<file path="config.mk">
export PLATFORM = sky130hd
export DESIGN_NAME = buffer_pool_slot_allocator
export DESIGN_NICKNAME = d
export VERILOG_FILES = /design/src/hw/rtl/bap_pkg.sv /design/src/hw/rtl/bap_cell.sv /design/src/hw/rtl/buffer_pool_slot_allocator.sv
export SDC_FILE = /design/constraint.sdc
export NUM_CORES = 1
export LEC_CHECK = 0
export BUFFER_PORTS_ARGS = -buffer_cell sky130_fd_sc_hd__buf_2
export CAP_MARGIN = 30
export CORE_UTILIZATION = 60
export CTS_BUF_LIST = sky130_fd_sc_hd__clkbuf_8
export CTS_CLUSTER_DIAMETER = 100
export CTS_CLUSTER_SIZE = 28
export DETAILED_ROUTE_END_ITERATION = 16
export PLACE_DENSITY = 0.84
export SYNTH_ARGS = -nofsm -noshare
export SYNTH_HDL_FRONTEND = slang
export SYNTH_SLANG_ARGS = --single-unit
</file>
<file path="constraint.sdc">
create_clock -name clk -period 24.1 [get_ports clk]
set_clock_uncertainty 0.2 [all_clocks]
set_input_delay 7.23 -clock clk [delete_from_list [all_inputs] [get_ports clk]]
set_output_delay 7.23 -clock clk [all_outputs]
set_load 0.05 [all_outputs]
</file>
<file path="src/hw/rtl/bap_pkg.sv">
`timescale 1ns / 1ps
`default_nettype none
// ----------------------------------------------------------------------------
// Buffer pool slot allocator package
// Shared types, request and status codes, and reset constants.
// ----------------------------------------------------------------------------
package bap_pkg;

  localparam int unsigned POOL_SLOTS_DEF = 16;
  localparam int unsigned HANDLE_W = 32;
  localparam int unsigned CAP_W = 20;

  localparam logic [HANDLE_W-1:0] HANDLE_BASE = 32'h4800_0000;

  localparam logic [2:0] REQ_GET      = 3'd0;
  localparam logic [2:0] REQ_RELEASE  = 3'd1;
  localparam logic [2:0] REQ_DISCARD  = 3'd2;
  localparam logic [2:0] REQ_FREEZE   = 3'd3;
  localparam logic [2:0] REQ_UNFREEZE = 3'd4;

  localparam logic [1:0] ST_OK      = 2'd0;
  localparam logic [1:0] ST_FULL    = 2'd1;
  localparam logic [1:0] ST_UNKNOWN = 2'd2;
  localparam logic [1:0] ST_WRONG   = 2'd3;

  typedef struct packed {
    logic [2:0]          req_type;
    logic [CAP_W-1:0]    req_capacity;
    logic [HANDLE_W-1:0] req_handle;
  } bap_in_t;

  typedef struct packed {
    logic [HANDLE_W-1:0] out_handle;
    logic [CAP_W-1:0]    out_capacity;
    logic                already_mapped;
    logic [1:0]          status;
  } bap_out_t;

  typedef struct packed {
    logic                valid;
    logic                owned;
    logic                frozen;
    logic                mapped;
    logic [HANDLE_W-1:0] handle;
    logic [CAP_W-1:0]    capacity;
  } bap_slot_t;

endpackage
`default_nettype wire

</file>
<file path="src/hw/rtl/bap_cell.sv">
`timescale 1ns / 1ps
`default_nettype none
// ----------------------------------------------------------------------------
// Buffer pool slot cell
// Holds one slot record and passes it to its neighbor on every shift cycle.
// ----------------------------------------------------------------------------
module bap_cell (
  input  wire logic              clk,
  input  wire logic              rst_n,
  input  wire logic              shift_en,
  input  wire bap_pkg::bap_slot_t rec_in,
  output bap_pkg::bap_slot_t     rec_out
);

  logic valid_r, owned_r, frozen_r, mapped_r;
  logic [bap_pkg::HANDLE_W-1:0] handle_r;
  logic [bap_pkg::CAP_W-1:0]    capacity_r;

  // Flags reset so an empty pool reads as all free.
  always_ff @(posedge clk) begin
    if (!rst_n) begin
      valid_r  <= 1'b0;
      owned_r  <= 1'b0;
      frozen_r <= 1'b0;
      mapped_r <= 1'b0;
    end else if (shift_en) begin
      valid_r  <= rec_in.valid;
      owned_r  <= rec_in.owned;
      frozen_r <= rec_in.frozen;
      mapped_r <= rec_in.mapped;
    end
  end

  always_ff @(posedge clk) begin
    if (shift_en) begin
      handle_r   <= rec_in.handle;
      capacity_r <= rec_in.capacity;
    end
  end

  always_comb begin
    rec_out.valid    = valid_r;
    rec_out.owned    = owned_r;
    rec_out.frozen   = frozen_r;
    rec_out.mapped   = mapped_r;
    rec_out.handle   = handle_r;
    rec_out.capacity = capacity_r;
  end

endmodule
`default_nettype wire

</file>
<file path="src/hw/rtl/buffer_pool_slot_allocator.sv">
`timescale 1ns / 1ps
`default_nettype none
// A request is taken only in the idle state. The slot ring then rotates once to scan and
// once more to write back, and the result is loaded into the output register, so a new
// request is taken only after the previous one is through both rotations.
// A finished result waits in the output register while the next request is taken.
// Reset (synchronous, active low) clears all slot flags and loads the handle counter
// with 0x48000000; slot handles and capacities are not reset.
// ----------------------------------------------------------------------------
// Buffer pool slot allocator
// Ring of slot cells rotated past a head controller that scans and updates.
// ----------------------------------------------------------------------------
module buffer_pool_slot_allocator #(
  parameter int unsigned POOL_SLOTS = bap_pkg::POOL_SLOTS_DEF
) (
  input  wire logic             clk,
  input  wire logic             rst_n,
  input  wire logic             in_valid,
  output logic                  in_stall,
  input  wire bap_pkg::bap_in_t in_data,
  output logic                  out_valid,
  input  wire logic             out_stall,
  output bap_pkg::bap_out_t     out_data
);

  localparam int unsigned PW = (POOL_SLOTS > 1) ? $clog2(POOL_SLOTS) : 1;
  localparam logic [PW-1:0] LAST_POS = PW'(POOL_SLOTS - 1);

  localparam logic [1:0] S_IDLE  = 2'd0;
  localparam logic [1:0] S_SCAN  = 2'd1;
  localparam logic [1:0] S_APPLY = 2'd2;
  localparam logic [1:0] S_DONE  = 2'd3;

  logic [1:0]    state_r, state_nxt;
  logic [PW-1:0] pos_r, pos_nxt;
  logic          shift_en;

  bap_pkg::bap_in_t  req_r;
  bap_pkg::bap_out_t res_r, res_nxt, err_res, out_data_r;
  logic              out_valid_r;

  logic [PW-1:0]                best_r, free_r, match_r;
  logic [bap_pkg::CAP_W-1:0]    best_cap_r;
  logic                         best_found_r, free_found_r, match_found_r;
  logic [bap_pkg::HANDLE_W-1:0] next_handle_r, new_handle;

  bap_pkg::bap_slot_t ring [POOL_SLOTS];
  bap_pkg::bap_slot_t head, wrap_rec;

  logic          is_get, type_ok, target_ok, hit;
  logic [PW-1:0] target;

  assign head     = ring[0];
  assign shift_en = (state_r == S_SCAN) || (state_r == S_APPLY);

  // The ring shifts toward cell 0; the head record re-enters at the far end.
  genvar gi;
  generate
    for (gi = 0; gi < POOL_SLOTS; gi++) begin : g_cell
      if (gi == POOL_SLOTS - 1) begin : g_last
        bap_cell u_cell (
          .clk      (clk),
          .rst_n    (rst_n),
          .shift_en (shift_en),
          .rec_in   (wrap_rec),
          .rec_out  (ring[gi])
        );
      end else begin : g_mid
        bap_cell u_cell (
          .clk      (clk),
          .rst_n    (rst_n),
          .shift_en (shift_en),
          .rec_in   (ring[gi+1]),
          .rec_out  (ring[gi])
        );
      end
    end
  endgenerate

  assign is_get     = (req_r.req_type == bap_pkg::REQ_GET);
  assign type_ok    = (req_r.req_type <= bap_pkg::REQ_UNFREEZE);
  assign target     = is_get ? (best_found_r ? best_r : free_r) : match_r;
  assign target_ok  = is_get ? (best_found_r || free_found_r) : (type_ok && match_found_r);
  assign hit        = (state_r == S_APPLY) && (pos_r == target) && target_ok;
  assign new_handle = next_handle_r + bap_pkg::HANDLE_W'(1);

  // Update of the targeted slot as it passes the head during the second rotation.
  always_comb begin
    wrap_rec = head;
    res_nxt  = res_r;
    if (hit) begin
      res_nxt.out_handle     = req_r.req_handle;
      res_nxt.out_capacity   = head.capacity;
      res_nxt.already_mapped = head.mapped;
      res_nxt.status         = bap_pkg::ST_OK;
      case (req_r.req_type)
        bap_pkg::REQ_GET: begin
          if (best_found_r) begin
            wrap_rec.owned     = 1'b1;
            res_nxt.out_handle = head.handle;
          end else begin
            wrap_rec.valid         = 1'b1;
            wrap_rec.owned         = 1'b1;
            wrap_rec.frozen        = 1'b0;
            wrap_rec.mapped        = 1'b0;
            wrap_rec.handle        = new_handle;
            wrap_rec.capacity      = req_r.req_capacity;
            res_nxt.out_handle     = new_handle;
            res_nxt.out_capacity   = req_r.req_capacity;
            res_nxt.already_mapped = 1'b0;
          end
        end
        bap_pkg::REQ_RELEASE: begin
          if (head.owned) begin
            wrap_rec.owned         = 1'b0;
            wrap_rec.mapped        = 1'b1;
            res_nxt.already_mapped = 1'b1;
          end else begin
            res_nxt.out_capacity   = '0;
            res_nxt.already_mapped = 1'b0;
            res_nxt.status         = bap_pkg::ST_WRONG;
          end
        end
        bap_pkg::REQ_DISCARD: begin
          wrap_rec.valid         = 1'b0;
          wrap_rec.owned         = 1'b0;
          wrap_rec.frozen        = 1'b0;
          wrap_rec.mapped        = 1'b0;
          res_nxt.already_mapped = 1'b0;
        end
        bap_pkg::REQ_FREEZE: begin
          if (!head.frozen) begin
            wrap_rec.frozen = 1'b1;
          end else begin
            res_nxt.out_capacity   = '0;
            res_nxt.already_mapped = 1'b0;
            res_nxt.status         = bap_pkg::ST_WRONG;
          end
        end
        bap_pkg::REQ_UNFREEZE: begin
          if (head.frozen) begin
            wrap_rec.frozen = 1'b0;
          end else begin
            res_nxt.out_capacity   = '0;
            res_nxt.already_mapped = 1'b0;
            res_nxt.status         = bap_pkg::ST_WRONG;
          end
        end
        default: begin
          res_nxt.status = bap_pkg::ST_WRONG;
        end
      endcase
    end
  end

  // Result for requests that found no slot to act on.
  always_comb begin
    err_res.out_handle     = req_r.req_handle;
    err_res.out_capacity   = '0;
    err_res.already_mapped = 1'b0;
    if (is_get) begin
      err_res.out_handle = '0;
      err_res.status     = bap_pkg::ST_FULL;
    end else if (!type_ok) begin
      err_res.status = bap_pkg::ST_WRONG;
    end else begin
      err_res.status = bap_pkg::ST_UNKNOWN;
    end
  end

  always_comb begin
    state_nxt = state_r;
    pos_nxt   = pos_r;
    case (state_r)
      S_IDLE: begin
        if (in_valid) begin
          state_nxt = S_SCAN;
        end
      end
      S_SCAN: begin
        pos_nxt = pos_r + PW'(1);
        if (pos_r == LAST_POS) begin
          pos_nxt   = '0;
          state_nxt = S_APPLY;
        end
      end
      S_APPLY: begin
        pos_nxt = pos_r + PW'(1);
        if (pos_r == LAST_POS) begin
          pos_nxt   = '0;
          state_nxt = S_DONE;
        end
      end
      S_DONE: begin
        if (!out_valid_r || !out_stall) begin
          state_nxt = S_IDLE;
        end
      end
      default: begin
        state_nxt = S_IDLE;
        pos_nxt   = '0;
      end
    endcase
  end

  always_ff @(posedge clk) begin
    if (!rst_n) begin
      state_r       <= S_IDLE;
      pos_r         <= '0;
      next_handle_r <= bap_pkg::HANDLE_BASE;
      best_found_r  <= 1'b0;
      free_found_r  <= 1'b0;
      match_found_r <= 1'b0;
      out_valid_r   <= 1'b0;
    end else begin
      state_r <= state_nxt;
      pos_r   <= pos_nxt;
      if (state_r == S_IDLE && in_valid) begin
        best_found_r  <= 1'b0;
        free_found_r  <= 1'b0;
        match_found_r <= 1'b0;
      end
      if (state_r == S_SCAN) begin
        if (!head.valid) begin
          if (!free_found_r) begin
            free_found_r <= 1'b1;
          end
        end else if (!head.owned && !head.frozen &&
                     head.capacity >= req_r.req_capacity &&
                     (!best_found_r || head.capacity > best_cap_r)) begin
          best_found_r <= 1'b1;
        end
        if (head.valid && head.handle == req_r.req_handle && !match_found_r) begin
          match_found_r <= 1'b1;
        end
      end
      if (hit && is_get && !best_found_r) begin
        next_handle_r <= new_handle;
      end
      if (state_r == S_DONE && (!out_valid_r || !out_stall)) begin
        out_valid_r <= 1'b1;
      end else if (!out_stall) begin
        out_valid_r <= 1'b0;
      end
    end
  end

  // Datapath registers without reset.
  always_ff @(posedge clk) begin
    if (state_r == S_IDLE && in_valid) begin
      req_r <= in_data;
    end
    if (state_r == S_SCAN) begin
      if (!head.valid) begin
        if (!free_found_r) begin
          free_r <= pos_r;
        end
      end else if (!head.owned && !head.frozen &&
                   head.capacity >= req_r.req_capacity &&
                   (!best_found_r || head.capacity > best_cap_r)) begin
        best_r     <= pos_r;
        best_cap_r <= head.capacity;
      end
      if (head.valid && head.handle == req_r.req_handle && !match_found_r) begin
        match_r <= pos_r;
      end
    end
    res_r <= res_nxt;
    if (state_r == S_DONE && (!out_valid_r || !out_stall)) begin
      out_data_r <= target_ok ? res_r : err_res;
    end
  end

  assign in_stall  = (state_r != S_IDLE);
  assign out_valid = out_valid_r;
  assign out_data  = out_data_r;

`ifndef SYNTHESIS
  a_accept_starts_scan: assert property (@(posedge clk) disable iff (!rst_n)
    (in_valid && !in_stall) |=> (state_r == S_SCAN))
    else $error("accepted transaction did not start a scan");

  a_counter_only_in_apply: assert property (@(posedge clk) disable iff (!rst_n)
    (state_r != S_APPLY) |=> $stable(next_handle_r))
    else $error("handle counter changed outside the update pass");

  a_done_loads_output: assert property (@(posedge clk) disable iff (!rst_n)
    (state_r == S_DONE && !(out_valid_r && out_stall)) |=> (out_valid_r && state_r == S_IDLE))
    else $error("finished transaction was not presented");

  a_pos_idle_zero: assert property (@(posedge clk) disable iff (!rst_n)
    (state_r == S_IDLE || state_r == S_DONE) |-> (pos_r == '0))
    else $error("ring position not parked at zero");
`endif

endmodule
`default_nettype wire

</file>
==> flow_metrics.py <==
metrics = {
    "status": {
        "status": "completed",
    },
    "routing": {
        "finalWirelength_mm": 67.31,
        "vias": 18300,
        "drc_errors": 0,
        "wl_per_cell_um": 21.52,
        "dr.pass1.iters": 7,
        "ant_nets": 0,
        "drt_iter0_drc": 1814,
        "via_per_inst": 5.849,
    },
    "yosys": {
        "synth_top_family_by_area": "simple AND/OR/NAND/NOR gates",
        "netlist_top_cells_area": "edfxtp_1 79%, dfxtp_1 5.4%, mux2i_1 1.8%",
        "syn_nets": 2248,
        "synth_area_um2": 39290,
        "post_synth_and_or_nand_nor_area_fraction_pct": 4.662,
        "synthArstFlopShare_pct": 0,
        "synth_compound_area_share_pct": 4.433,
        "synthMuxAreaShare_pct": 2.443,
        "syn_inst": 2139,
        "yosysSeqAreaShare_pct": 83.97,
        "synth_xor_area_share_pct": 1.560,
        "yosysTopAreaCellShare_pct": 78.57,
        "ys_seq_elements": 1134,
        "yosysUniqueCellTypes": 59,
        "synth.avg_cell_area_um2": 18.37,
        "yosys.area_share.adder_pct": 1.592,
        "synth_edf_count": 1028,
        "synth_top_flop_cell": "edfxtp_1",
        "yosysWarnings": 0,
        "synth_top_area_cell": "edfxtp_1",
    },
    "pwr": {
        "combinationalPowerShare_pct": 18.3,
        "leakagePower_uw": 0.01400,
        "power.density_nw_per_um2": 132.0,
        "switchingPower_uw": 1594,
        "vdd_drop_max_v": 0.0002040,
        "seq_power_share_pct": 68.9,
        "p_sw_share_pct": 28.89,
        "clkPwrFrac_pct": 12.7,
        "internal_power_uw": 3923,
    },
    "sta": {
        "worst_pin_slew_ns": 0.9917,
        "setup_viol": 0,
        "finalCritPeriodShare_pct": 37.94,
        "rsz0062_at_grt": "false",
        "max_slew_margin_pct": 33.89,
        "final.setup.tns_ns": 0,
        "finalHoldViolations": 0,
        "fmax_mhz": 109.4,
        "fin_crit_ns": 9.144,
        "drv_slew": 0,
    },
    "critical_path": {
        "crit_buf_inv": 3,
        "r2r_cells": 11,
        "crit_path_end_kind": "primary output",
        "path_delay_family": "buffers and inverters",
        "crit_arrival_ns": 1.71,
        "worstPathCellList": "inv_1 -> ha_4 -> inv_1 -> buf_2",
        "path_class": "flop to primary output",
        "worst-r2r-setup-slack_ns": 19.10,
        "crit_top_cell": "inv_1",
        "slowest_delay_ns": 0.41,
        "critPathLaunch": "state_r[1]",
        "cp_max_fo": 4,
        "cp_num_cells": 4,
        "worstPathRequired_ns": 16.67,
        "cp-start-kind": "flop",
        "reg2reg_to": "next_handle_r[8]",
        "endpoint": "in_stall",
        "critPathSlowestCell": "dfxtp_1",
        "reg2reg_from": "req_r[54]",
    },
    "die": {
        "start_util_pct": 60.84,
        "floorplan.rows": 93,
        "die_w_um": 257.9,
        "dieHeight_um": 257.9,
        "io_pins": 116,
        "core_area_um2": 64580,
        "dieArea_um2": 66510,
    },
    "clocking": {
        "numCtsBuffers": 46,
        "cts-root-buf": "clkbuf_8",
        "htreeDepth": 2,
        "insertion_delay_ns": 0.73,
        "clockBufferDepth": 3,
        "cts.sinks": 1134,
        "cts_resized": 0,
        "post_cts_buffers": 0,
        "hold_buffers": 0,
        "cts_tree": "yes",
        "clkSlewWorstSetupHoldPaths_ns": 0.15,
    },
    "placement": {
        "dp_cells": 3057,
        "globalplace.congestion": 0.8740,
        "io_buffer_count": 115,
        "dp_hpwl_mm": 41.64,
    },
    "flow_run": {
        "maxCapViolCount": 0,
    },
    "global_route": {
        "grt_usage_pct": 20.04,
        "grt_pass1_wl_mm": 101.6,
        "antenna_found_initial": 3,
        "first_global_vias": 17870,
        "grt_max_degree": 95,
        "grt_overflow": 0,
    },
    "cells_and_area": {
        "instances_no_fill": 3128,
        "layout-drive-gt1-share_pct": 10.34,
        "nets": 2364,
        "final_cell_mix": "1028 x edfxtp_1, 130 x nand2_1, 119 x o21ai_0",
        "area_growth_pct": 6.407,
        "mostFrequentLayoutCell": "edfxtp_1",
        "diodes": 0,
    },
    "min_path": {
        "hp-class": "flop to flop",
        "worstHoldPathCells": 0,
    },
}
## state kept, by name, indices dropped and copies added, names as in the netlist, 20 cells and up
name and cells:
out_data 55, g_cell.g_last.u_cell.handle_r 32, next_handle_r 32, g_cell.g_last.u_cell.capacity_r 20, best_cap_r 20, res_r 54
g_cell.g_mid.u_cell.capacity_r 300, g_cell.g_mid.u_cell.handle_r 480, req_r 55
## through the flow
stage,setup WS (ns),cell area (um2),utilization (%),hold slack [ns],total power [uW]
finish,14.96,41810,64.74,0.2136,5518
global route,14.83,41810,64.74,0.2171,5767
CTS,14.89,41680,64.54,0.2042,5522
detailed placement,14.74,40930,63.37,0.2045,4828
global placement,14.75,40850,63.25,0.2006,4696
floorplan,4.935,39290,-,0.2003,4873
## power groups by stage
| stage | registers [uW] | clock network (uW) | logic, uW |
|---|---|---|---|
| final | 3800 | 703 | 1010 |
| after global routing | 3890 | 784 | 1090 |
| after CTS | 3820 | 722 | 978 |
| after detailed placement | 3840 | 0 | 984 |
| after global placement | 3800 | 0 | 895 |
| after floorplan | 4310 | 0 | 560 |
## how the worst min path moves through the flow
| stage | start | to |
|---|---|---|
| 2_1_floorplan | g_cell[1].g_mid.u_cell.capacity_r[0] | g_cell[0].g_mid.u_cell.capacity_r[0] |
| 3_3_place_gp | g_cell[14].g_mid.u_cell.handle_r[17] | g_cell[13].g_mid.u_cell.handle_r[17] |
| 3_5_place_dp | g_cell[1].g_mid.u_cell.capacity_r[6] | g_cell[0].g_mid.u_cell.capacity_r[6] |
| 4_1_cts | g_cell[15].g_last.u_cell.handle_r[24] | g_cell[14].g_mid.u_cell.handle_r[24] |
| 5_1_grt | g_cell[14].g_mid.u_cell.capacity_r[6] | g_cell[13].g_mid.u_cell.capacity_r[6] |
| 6_report | g_cell[14].g_mid.u_cell.capacity_r[6] | g_cell[13].g_mid.u_cell.capacity_r[6] |
## final cells by class
| class | instances | area [um2] |
|---|---|---|
| flip-flops and latches | 1134 | 32990 |
| multi-input cells | 872 | 5836 |
| well taps | 855 | 1070 |
| clock inverters | 18 | 91.34 |
| fillers | 4211 | 22770 |
| inverters | 55 | 206.4 |
| repair buffers | 146 | 950.9 |
| clock buffers | 48 | 660.6 |
## per-layer routing
layer / up-vias / track usage [%] / share of wire, % / wire length [um]
met2: 698 / 30.59 / 46 / 30980
met1: 9179 / 30.12 / 44 / 29560
met4: 2 / 6.410 / 2.7 / 1849
met3: 120 / 3.161 / 7.3 / 4903
li1: 8298 / - / - / -
met5: - / 0 / 0.019 / 13
## logic make-up after synthesis
kind of cell,count (synthesis)
AO/OA/AOI/OAI,278
XOR/XNOR,70
adder cells (fa/ha/maj),50
buffers and inverters,133
flip-flops,1134
multiplexers,93
AND/OR/NAND/NOR,381
## synthesized netlist by cell type, types with 3 or more instances
cell type / n
a211oi_1: 3
a21o_1: 4
a21oi_1: 50
a221o_1: 7
a22o_1: 33
a22oi_1: 25
a31oi_1: 4
and2_1: 25
and3_1: 6
and4_1: 6
buf_1: 11
buf_2: 4
buf_6: 3
clkbuf_1: 60
dfxtp_1: 106
edfxtp_1: 1028
ha_1: 50
inv_1: 54
mux2_2: 20
mux2i_1: 72
nand2_1: 130
nand2b_1: 7
nand3_1: 22
nand4_1: 19
nor2_1: 97
nor3_1: 14
nor4_1: 12
o211ai_1: 3
o21a_1: 4
o21ai_0: 119
o31ai_1: 9
o41ai_1: 3
or3_1: 21
or4_1: 12
xnor2_1: 42
xor2_1: 28
(Power assumes the default switching activity.)
